$ cat src/rtl/imk_pkg.sv
// Shared types, phase codes and reset values of the iambic keyer.
`timescale 1ns / 1ps

package imk_pkg;

   // Keyer phase codes
   localparam logic [1:0] PH_IDLE  = 2'd0;
   localparam logic [1:0] PH_MARK  = 2'd1;
   localparam logic [1:0] PH_SPACE = 2'd2;
   localparam logic [1:0] PH_GAP   = 2'd3;

   // Register indexes on the configuration port
   localparam logic REG_UNIT_TICKS        = 1'b0;
   localparam logic REG_SQUEEZE_THRESHOLD = 1'b1;

   localparam logic [14:0] UNIT_TICKS_RESET        = 15'd1024;
   localparam logic [15:0] SQUEEZE_THRESHOLD_RESET = 16'd1024;
   localparam logic [15:0] COUNT_MAX               = 16'hFFFF;
   localparam logic [3:0]  ELEMENT_COUNT_MAX       = 4'd15;
   localparam logic [3:0]  ELEMENT_LIMIT           = 4'd7;
   localparam logic [7:0]  CODE_START              = 8'd1;

   typedef struct packed {
      logic [14:0] unit_ticks;
      logic [15:0] squeeze_threshold;
   } cfg_type;

   typedef struct packed {
      logic [1:0]  phase;
      logic        element_is_dah;
      logic [15:0] phase_timer;
      logic [15:0] dit_held_count;
      logic [15:0] dah_held_count;
      logic [7:0]  code_shift;
      logic [3:0]  element_count;
   } state_type;

   typedef struct packed {
      logic       key_down;
      logic       symbol_valid;
      logic [7:0] symbol_code;
      logic       symbol_error;
   } result_type;

   localparam state_type STATE_RESET = '{
      phase:          PH_IDLE,
      element_is_dah: 1'b0,
      phase_timer:    16'd0,
      dit_held_count: 16'd0,
      dah_held_count: 16'd0,
      code_shift:     CODE_START,
      element_count:  4'd0
   };

endpackage

$ cat src/rtl/imk_csr.sv
// APB-style register block holding the keyer timing settings.
`timescale 1ns / 1ps

module imk_csr
   import imk_pkg::*;
(
   input  logic        clock,
   input  logic        reset,
   input  logic        psel,
   input  logic        penable,
   input  logic        pwrite,
   input  logic [2:0]  paddr,
   input  logic [31:0] pwdata,
   output logic [31:0] prdata,
   output logic        pready,
   output cfg_type     cfg
);

   logic [14:0] unit_ticks_ff;
   logic [15:0] squeeze_threshold_ff;
   logic        wr_en;
   logic        reg_sel;

   assign pready  = 1'b1;
   assign reg_sel = paddr[2];
   assign wr_en   = psel && penable && pwrite && pready;

   // Write the addressed register on the access cycle
   always_ff @(posedge clock) begin
      if (reset) begin
         unit_ticks_ff        <= UNIT_TICKS_RESET;
         squeeze_threshold_ff <= SQUEEZE_THRESHOLD_RESET;
      end else if (wr_en) begin
         unique case (reg_sel)
            REG_UNIT_TICKS:        unit_ticks_ff        <= pwdata[14:0];
            REG_SQUEEZE_THRESHOLD: squeeze_threshold_ff <= pwdata[15:0];
            default:               ;
         endcase
      end
   end

   // Return the addressed register, zero extended
   always_comb begin
      unique case (reg_sel)
         REG_UNIT_TICKS:        prdata = {17'd0, unit_ticks_ff};
         REG_SQUEEZE_THRESHOLD: prdata = {16'd0, squeeze_threshold_ff};
         default:               prdata = 32'd0;
      endcase
   end

   assign cfg.unit_ticks        = unit_ticks_ff;
   assign cfg.squeeze_threshold = squeeze_threshold_ff;

endmodule

$ cat src/rtl/imk_step.sv
// Next-state and result logic for one keyer tick.
`timescale 1ns / 1ps

module imk_step
   import imk_pkg::*;
(
   input  cfg_type    cfg,
   input  state_type  cur,
   input  logic       dit,
   input  logic       dah,
   output state_type  nxt,
   output result_type res
);

   logic [14:0] unit;
   logic [16:0] dah_len_wide;
   logic [15:0] mark_len;
   logic [15:0] gap_len;
   logic [15:0] timer_inc;
   logic [15:0] dit_cnt_inc;
   logic [15:0] dah_cnt_inc;
   logic        start;
   logic        start_dah;
   logic        sym_valid;
   logic        sym_error;
   logic        sym_emit;

   // Derive element lengths; a zero unit acts as one tick
   assign unit         = (cfg.unit_ticks == 15'd0) ? 15'd1 : cfg.unit_ticks;
   assign dah_len_wide = {2'd0, unit} + {1'b0, unit, 1'b0};
   assign gap_len      = {unit, 1'b0};
   always_comb begin
      if (!cur.element_is_dah) begin
         mark_len = {1'b0, unit};
      end else if (dah_len_wide[16]) begin
         mark_len = COUNT_MAX;
      end else begin
         mark_len = dah_len_wide[15:0];
      end
   end

   assign timer_inc   = cur.phase_timer + 16'd1;
   assign dit_cnt_inc = (dit && cur.dit_held_count != COUNT_MAX) ?
                        cur.dit_held_count + 16'd1 : cur.dit_held_count;
   assign dah_cnt_inc = (dah && cur.dah_held_count != COUNT_MAX) ?
                        cur.dah_held_count + 16'd1 : cur.dah_held_count;

   // Decide the phase move for this tick
   always_comb begin
      nxt       = cur;
      start     = 1'b0;
      start_dah = 1'b0;
      sym_valid = 1'b0;
      sym_error = 1'b0;
      sym_emit  = 1'b0;
      unique case (cur.phase)
         PH_IDLE: begin
            start     = dit || dah;
            start_dah = !dit;
         end
         PH_MARK: begin
            nxt.dit_held_count = dit_cnt_inc;
            nxt.dah_held_count = dah_cnt_inc;
            nxt.phase_timer    = timer_inc;
            if (timer_inc >= mark_len) begin
               nxt.phase       = PH_SPACE;
               nxt.phase_timer = 16'd0;
            end
         end
         PH_SPACE: begin
            nxt.dit_held_count = dit_cnt_inc;
            nxt.dah_held_count = dah_cnt_inc;
            nxt.phase_timer    = timer_inc;
            if (timer_inc >= {1'b0, unit}) begin
               if (!cur.element_is_dah && dah_cnt_inc > cfg.squeeze_threshold) begin
                  start     = 1'b1;
                  start_dah = 1'b1;
               end else if (cur.element_is_dah &&
                            dit_cnt_inc > cfg.squeeze_threshold) begin
                  start     = 1'b1;
                  start_dah = 1'b0;
               end else if (cur.element_count > ELEMENT_LIMIT) begin
                  sym_valid = 1'b1;
                  sym_error = 1'b1;
               end else if (dit || dah) begin
                  start     = 1'b1;
                  start_dah = !dit;
               end else begin
                  nxt.phase       = PH_GAP;
                  nxt.phase_timer = 16'd0;
               end
            end
         end
         PH_GAP: begin
            if (dit || dah) begin
               start     = 1'b1;
               start_dah = dah;
            end else begin
               nxt.phase_timer = timer_inc;
               if (timer_inc >= gap_len) begin
                  sym_valid = 1'b1;
                  sym_emit  = 1'b1;
               end
            end
         end
         default: ;
      endcase

      // Start a new element: shift its bit into the code
      if (start) begin
         nxt.element_is_dah = start_dah;
         nxt.phase          = PH_MARK;
         nxt.phase_timer    = 16'd0;
         nxt.dit_held_count = 16'd0;
         nxt.dah_held_count = 16'd0;
         nxt.code_shift     = {cur.code_shift[6:0], start_dah};
         if (cur.element_count != ELEMENT_COUNT_MAX) begin
            nxt.element_count = cur.element_count + 4'd1;
         end
      end

      // Close the character, whether emitted or dropped
      if (sym_valid) begin
         nxt.phase         = PH_IDLE;
         nxt.phase_timer   = 16'd0;
         nxt.code_shift    = CODE_START;
         nxt.element_count = 4'd0;
      end
   end

   assign res.key_down     = (nxt.phase == PH_MARK);
   assign res.symbol_valid = sym_valid;
   assign res.symbol_code  = sym_emit ? cur.code_shift : 8'd0;
   assign res.symbol_error = sym_error;

endmodule

$ cat src/rtl/imk_out_buf.sv
// Result register with a skid stage between the keyer and its consumer.
`timescale 1ns / 1ps

module imk_out_buf
   import imk_pkg::*;
(
   input  logic       clock,
   input  logic       reset,
   input  logic       in_valid,
   output logic       in_ready,
   input  result_type in_data,
   output logic       out_valid,
   input  logic       out_ready,
   output result_type out_data
);

   logic       out_valid_ff, out_valid_in;
   logic       skid_valid_ff, skid_valid_in;
   result_type out_data_ff, out_data_in;
   result_type skid_data_ff, skid_data_in;
   logic       push;
   logic       pop;

   assign in_ready = !skid_valid_ff;
   assign push     = in_valid && in_ready;
   assign pop      = out_valid_ff && out_ready;

   // Refill the output from the skid stage first, else from the input
   always_comb begin
      out_valid_in  = out_valid_ff;
      out_data_in   = out_data_ff;
      skid_valid_in = skid_valid_ff;
      skid_data_in  = skid_data_ff;
      if (!out_valid_ff || pop) begin
         out_valid_in  = skid_valid_ff || push;
         out_data_in   = skid_valid_ff ? skid_data_ff : in_data;
         skid_valid_in = 1'b0;
      end else if (push) begin
         skid_valid_in = 1'b1;
         skid_data_in  = in_data;
      end
   end

   always_ff @(posedge clock) begin
      if (reset) begin
         out_valid_ff  <= 1'b0;
         skid_valid_ff <= 1'b0;
      end else begin
         out_valid_ff  <= out_valid_in;
         skid_valid_ff <= skid_valid_in;
      end
   end

   always_ff @(posedge clock) begin
      out_data_ff  <= out_data_in;
      skid_data_ff <= skid_data_in;
   end

   assign out_valid = out_valid_ff;
   assign out_data  = out_data_ff;

   // A held skid entry always sits behind a held output
   a_skid_behind_out: assert property (@(posedge clock) disable iff (reset)
      skid_valid_ff |-> out_valid_ff)
      else $error("skid stage holds a transaction with the output empty");

   // A transaction arriving on a stalled output lands in the skid stage
   a_stall_to_skid: assert property (@(posedge clock) disable iff (reset)
      (push && out_valid_ff && !out_ready) |=> skid_valid_ff)
      else $error("transaction lost on a stalled output");

endmodule

$ cat src/rtl/iambic_morse_keyer.sv
// Top level of the iambic paddle keyer: registers, tick logic and result buffer.
`timescale 1ns / 1ps
//
// Channel   Handshake              Payload
// req       req_valid/req_ready    req_dit_paddle, req_dah_paddle (one tick)
// rsp       rsp_valid/rsp_ready    rsp_key_down, rsp_symbol_valid,
//                                  rsp_symbol_code[7:0], rsp_symbol_error
// csr       psel/penable/pwrite    paddr[2:0], pwdata, prdata; pready tied high
//
// One tick transaction is taken every cycle while req_ready is high; its result is
// registered in the output stage, or in the skid stage while rsp is stalled.
// The keyer state updates at the accepting edge.
// A stalled rsp is absorbed by a one-entry skid stage; req_ready drops only
// while that stage is full.
// Synchronous reset returns the keyer to idle with code 1 and the default
// timing registers.

module iambic_morse_keyer
   import imk_pkg::*;
(
   input  logic        clock,
   input  logic        reset,
   input  logic        req_valid,
   output logic        req_ready,
   input  logic        req_dit_paddle,
   input  logic        req_dah_paddle,
   output logic        rsp_valid,
   input  logic        rsp_ready,
   output logic        rsp_key_down,
   output logic        rsp_symbol_valid,
   output logic [7:0]  rsp_symbol_code,
   output logic        rsp_symbol_error,
   input  logic        psel,
   input  logic        penable,
   input  logic        pwrite,
   input  logic [2:0]  paddr,
   input  logic [31:0] pwdata,
   output logic [31:0] prdata,
   output logic        pready
);

   cfg_type    cfg;
   state_type  state_ff, state_in;
   result_type step_res;
   result_type rsp_data;
   logic       accept;

   imk_csr u_csr (
      .clock   (clock),
      .reset   (reset),
      .psel    (psel),
      .penable (penable),
      .pwrite  (pwrite),
      .paddr   (paddr),
      .pwdata  (pwdata),
      .prdata  (prdata),
      .pready  (pready),
      .cfg     (cfg)
   );

   imk_step u_step (
      .cfg (cfg),
      .cur (state_ff),
      .dit (req_dit_paddle),
      .dah (req_dah_paddle),
      .nxt (state_in),
      .res (step_res)
   );

   assign accept = req_valid && req_ready;

   // Advance the keyer state on each accepted tick
   always_ff @(posedge clock) begin
      if (reset) begin
         state_ff <= STATE_RESET;
      end else if (accept) begin
         state_ff <= state_in;
      end
   end

   imk_out_buf u_out_buf (
      .clock     (clock),
      .reset     (reset),
      .in_valid  (req_valid),
      .in_ready  (req_ready),
      .in_data   (step_res),
      .out_valid (rsp_valid),
      .out_ready (rsp_ready),
      .out_data  (rsp_data)
   );

   assign rsp_key_down     = rsp_data.key_down;
   assign rsp_symbol_valid = rsp_data.symbol_valid;
   assign rsp_symbol_code  = rsp_data.symbol_code;
   assign rsp_symbol_error = rsp_data.symbol_error;

   // Idle always means a cleared character
   a_idle_clear: assert property (@(posedge clock) disable iff (reset)
      (state_ff.phase == PH_IDLE) |->
      (state_ff.element_count == 4'd0 && state_ff.code_shift == CODE_START))
      else $error("idle keyer holds a partial character");

   // A sounding mark belongs to a counted element
   a_mark_counted: assert property (@(posedge clock) disable iff (reset)
      (state_ff.phase == PH_MARK) |-> (state_ff.element_count != 4'd0))
      else $error("mark without a counted element");

   // Without an accepted tick the keyer state holds
   a_state_hold: assert property (@(posedge clock) disable iff (reset)
      !accept |=> $stable(state_ff))
      else $error("keyer state moved without a tick");

endmodule

$ cat config.mk
export PLATFORM = sky130hd
export DESIGN_NAME = iambic_morse_keyer
export DESIGN_NICKNAME = d
export VERILOG_FILES = /design/src/rtl/imk_pkg.sv /design/src/rtl/imk_csr.sv /design/src/rtl/imk_step.sv /design/src/rtl/imk_out_buf.sv /design/src/rtl/iambic_morse_keyer.sv
export SDC_FILE = /design/constraint.sdc
export NUM_CORES = 1
export LEC_CHECK = 0
export BUFFER_PORTS_ARGS = -buffer_cell sky130_fd_sc_hd__buf_4
export CAP_MARGIN = 20
export CORE_MARGIN = 4
export CORE_UTILIZATION = 36
export CTS_CLUSTER_SIZE = 20
export DETAILED_ROUTE_END_ITERATION = 8
export PLACE_DENSITY = 0.53
export SLEW_MARGIN = 10
export SYNTH_ARGS = -nofsm -noshare
export SYNTH_HDL_FRONTEND = slang
export SYNTH_SLANG_ARGS = --single-unit
$ cat constraint.sdc
create_clock -name clock -period 16.5 [get_ports clock]
set_input_delay 2.475 -clock clock [delete_from_list [all_inputs] [get_ports clock]]
set_output_delay 2.475 -clock clock [all_outputs]
set_load 0.02 [all_outputs]
==> impl.org <==
** Global routing
- Total routing resource utilization after global routing :: 17.7%
- The first global-routing pass estimated around 38,000 um of wire.
- Via count of the first global-routing pass :: 7,168
- Maximum number of pins on one net before global-route repair :: 57
- After global routing the overflow that remains totals 0.
- The initial antenna violation count was 0.

** Clock network
- Sinks on the clock net :: ~120
- Clock insertion delay at the later pin of the skew report :: around 430 ps
- In this run the deepest clock path goes through 2 buffers.
- Worst-path clk slew :: 60 ps
- Clock tree root driver cell :: clkbuf_16
- Hold repair after CTS inserted 0 buffers.
- Number of setup buffers added after CTS :: 0
- Counting the buffers created by CTS gives 17.
- Number of H-tree branching levels :: 4
- Gates resized during post-CTS repair numbered 0.
- TritonCTS built the clock tree.

** Timing
- Final critical-path share of the clock period :: 43.2%
- Adding up every negative setup slack in the final design gives 0 ps.
- Final Setup Violations :: 0
- Static timing analysis puts the maximum clock frequency at 140 MHz.
- Transition time at the pin with the least slew margin :: 954 ps
- The count of endpoints failing hold in the final timing report came to 0.
- The count of pins over their slew limit came to 0.
- Between clock sinks in the finished design, the worst skew comes to 25.6 ps.
- Measured against its own limit, the worst slew margin works out to a little over a third.
- Setup repair after global routing left no endpoint under its margin.
- Shortest period the worst path allows :: 7130 ps

** Synthesis
- Top area cells in the synthesized netlist :: dfxtp_1 22%, ha_1 14%, edfxtp_1 7.4%, nand2_1 6.3%, a21oi_1 4.0%
- Cell count after synthesis :: ~1,100
- FF+latch count, synth :: roughly 120
- Synth Area per Inst :: 8.35 sq um
- Count of warnings emitted by yosys :: 0
- Ys flop type :: dfxtp_1
- Distinct cells, synth :: 84
- Cell accounting for the most synthesized area :: dfxtp_1
- Summing the sequential cell areas from Yosys gives 28.9% of the chip area.
- The synthesized netlist occupies a cell area of 8930 sq um.
- Counting flops with an async set or reset pin after synthesis yields a share of 0%.
- Post-synth top area share :: 21.5%
- Count of flip-flops with a built-in enable after synthesis :: 22

** Hold path
- The worst hold path passes through 2 cells.
- The min-delay analysis places its worst path in the category flop to flop.
- Hold worst-path end :: u_csr.squeeze_threshold_ff[15]$_SDFFE_PP0P_
- In this run the most critical hold path is launched from u_csr.squeeze_threshold_ff[15]$_SDFFE_PP0P_.

** Finish
- Leaving out fill and tap cells, the most frequent cells in the layout are 149 x nand2_1, 103 x ha_1, 96 x dfxtp_1.
- Compared with the post-synthesis result, the final layout area differs by 12.5%.
- In the final layout, the multi-input gates occupy 5770 sq um.
- Final std cells w/o fill :: 1,435
- The library cell used most frequently in the layout, excluding fill and tap cells, is nand2_1.
- Seq. cell area :: 2580 sq um
- N_diodes :: 0
- Filler Cells Inserted :: roughly 2,500
- Final-stage net count :: ~1,200
- Share of layout cells above drive strength 1 :: 12.2%
- Final cell area excluding filler cells :: 10,000 sq um

** Power
- Summed over all cells, the static leakage comes to about 0.0041 uW.
- The worst-case IR drop observed on VDD is between 0.00006 and 0.00007 V.
- Power density over the cells :: about 78 nW/um^2

** Route
- Average routed wire per standard cell :: 16.6 um
- Detailed-router iteration count before antenna repair :: 5
- DRC violation count after routing :: 0
- Number of DRC markers in iteration 0 :: 435
- Via count normalized by instance count :: 5.30
- Post-route antenna net violation count :: 0
- Vias :: roughly 7,600
- Summed over all layers, the routed wires come to 23,800 um.

** Placed design
- During placement, the flow inserted port buffers numbering 54.
- In this run, placement finished with an instance count of ~1,400.
- Summed over all nets, the half-perimeter wirelength after detailed placement is between 15,000 and 20,000 um.
- Once placement finished, the instance area stood at 9440 sq um.
- Routability-driven placement finished with a final weighted congestion of 0.878.

** Floorplan
- The floorplan has 57 rows.
- Total die area :: 27,400 sq um
- Starting density of the core :: between 30 and 40%
- The core region is 24,400 sq um.
- During I/O placement, the number of pins put on the boundary was 90.
- In this run the horizontal extent of the chip is 165 um.
- Die Span Y :: approximately 170 um

** Worst setup path
- In this run the register-to-register setup slack is 10,020 ps.
- Critical Path, Cell by Cell :: buf_4 -> o31ai_1 -> nor2_1 -> and3_1 -> nand2_1 -> xnor2_1 -> ha_1 -> nand4_1 -> or4_4 -> a21oi_2 -> o31ai_2 -> a2111oi_4 -> or2_1 -> a211oi_2 -> a221o_1
- Cells on worst reg2reg path :: 24
- The setup path with the least slack is of type input pin to flop.
- The endpoint identified for the worst register-to-register timing path is state_ff[44]$_SDFFE_PP0P_.
- Of all nets on the critical path, the largest fanout is 20.
- Critical path's largest stage delay :: 740 ps
- Sort of element at the start of the critical path :: input pin
- Critical path's slowest cell :: or2_1
- For the worst setup path, the data arrival time is between 7000 and 8000 ps.
- In this run the worst setup path begins at req_dit_paddle.
- Data on the critical path is required at its endpoint by 16,800 ps.
- STA classifies the critical path endpoint as a flop.
- Worst reg2reg path startpoint :: u_csr.unit_ticks_ff[13]$_SDFFE_PP0P_

** Status
- Status :: finished, final reports clean

** Job
- Max-Cap Viols :: 0
## worst max-delay path by stage
| stage | to | cells past startpoint |
|---|---|---|
| 2_1_floorplan | state_ff[44]$_SDFFE_PP0P_ | 16 |
| 4_1_cts | state_ff[46]$_SDFFE_PP0P_ | 15 |
| 6_report | state_ff[46]$_SDFFE_PP0P_ | 15 |
| 3_5_place_dp | state_ff[50]$_SDFFE_PP0P_ | 15 |
| 3_3_place_gp | state_ff[54]$_SDFFE_PP0P_ | 15 |
| 5_1_grt | state_ff[46]$_SDFFE_PP0P_ | 15 |
## per-stage QoR
stage | utilization (%) | power (uW) | hold slack (ps) | setup slack, ps
after detailed placement | 38.7 | 404 | 448 | 9010
after CTS | 41.1 | 786 | 457 | 9440
after global routing | 41.2 | 811 | 475 | 9080
after global placement | 38.7 | 403 | 449 | 9060
final | 41.2 | 778 | 458 | 9370
after floorplan | - | 382 | 434 | 10450
## synthesized netlist by cell type, drive strengths merged, types with 4 or more instances
| master | count |
|---|---|
| inv | 63 |
| clkbuf | 35 |
| nand2b | 5 |
| o41ai | 4 |
| and3 | 23 |
| a311oi | 4 |
| edfxtp | 22 |
| nor2b | 10 |
| or4 | 4 |
| a31oi | 6 |
| o21a | 5 |
| nor2 | 64 |
| dfxtp | 96 |
| xnor2 | 38 |
| a211o | 6 |
| xor2 | 17 |
| ha | 103 |
| o211ai | 8 |
| nand2 | 149 |
| a22oi | 12 |
| o31ai | 7 |
| nor4 | 10 |
| and4 | 4 |
| buf | 30 |
| a21o | 9 |
| nand4 | 24 |
| a211oi | 7 |
| a221o | 18 |
| mux2 | 12 |
| a21oi | 73 |
| nor3 | 16 |
| o21ai | 61 |
| a22o | 19 |
| a2111oi | 7 |
| and2 | 17 |
| nand3 | 39 |
## routing by layer
layer	GRT usage, %	part of all wire, %	vias to the layer above	routed length [um]
li1	-	-	3909	-
met1	25.4	50	3522	11800
met2	27.5	44	153	10500
met3	3.05	4.3	25	1020
met4	4.87	1.7	0	415
met5	0	0	-	0
## sequential cells by signal, indices dropped and copies added (netlist names)
| signal | flops |
|---|---|
| state_ff | 63 |
| u_csr.squeeze_threshold_ff | 16 |
| u_csr.unit_ticks_ff | 15 |
| u_out_buf.out_data | 11 |
| u_out_buf.skid_data_ff | 11 |
| u_out_buf.out_valid | 1 |
| u_out_buf.skid_valid_ff | 1 |
## critical path: cells and delay by family
kind,cells,cell delay (ps)
AOI/OAI and AO/OA,6,1860
buffers and inverters,1,120
xor gates and xnor gates,1,140
and+or+nand+nor,6,2490
adders and majority gates,1,330
## power by group
group / internal (uW) / total (uW) / switching [uW]
clock network: 226 / 381 / 155
registers: 300 / 306 / 6.59
logic: 31.6 / 91.5 / 59.9
## cells by family (layout without fill, tap and decap cells)
logic type	after synthesis	after routing	share of synthesized area, %
AND/OR/NAND/NOR	380	380	20.8
AO/OA/AOI/OAI	267	267	21.1
buffers and inverters	128	155	7.12
flip-flops	118	118	28.9
adder cells (fa/ha/maj)	104	104	14.7
XOR/XNOR	55	55	5.40
multiplexers	15	15	1.85
other	2	17	0.0841
## layout make-up
| class | instances | area share [%] |
|---|---|---|
| clock inverter | 15 | 1.67 |
| clock buffer | 17 | 4.24 |
| tap | 324 | 4.04 |
| inverter | 63 | 2.36 |
| sequential | 118 | 25.7 |
| timing repair buffer | 60 | 4.49 |
| multi-input combinational | 838 | 57.5 |
No activity file was read; power rests on OpenSTA's default activity.
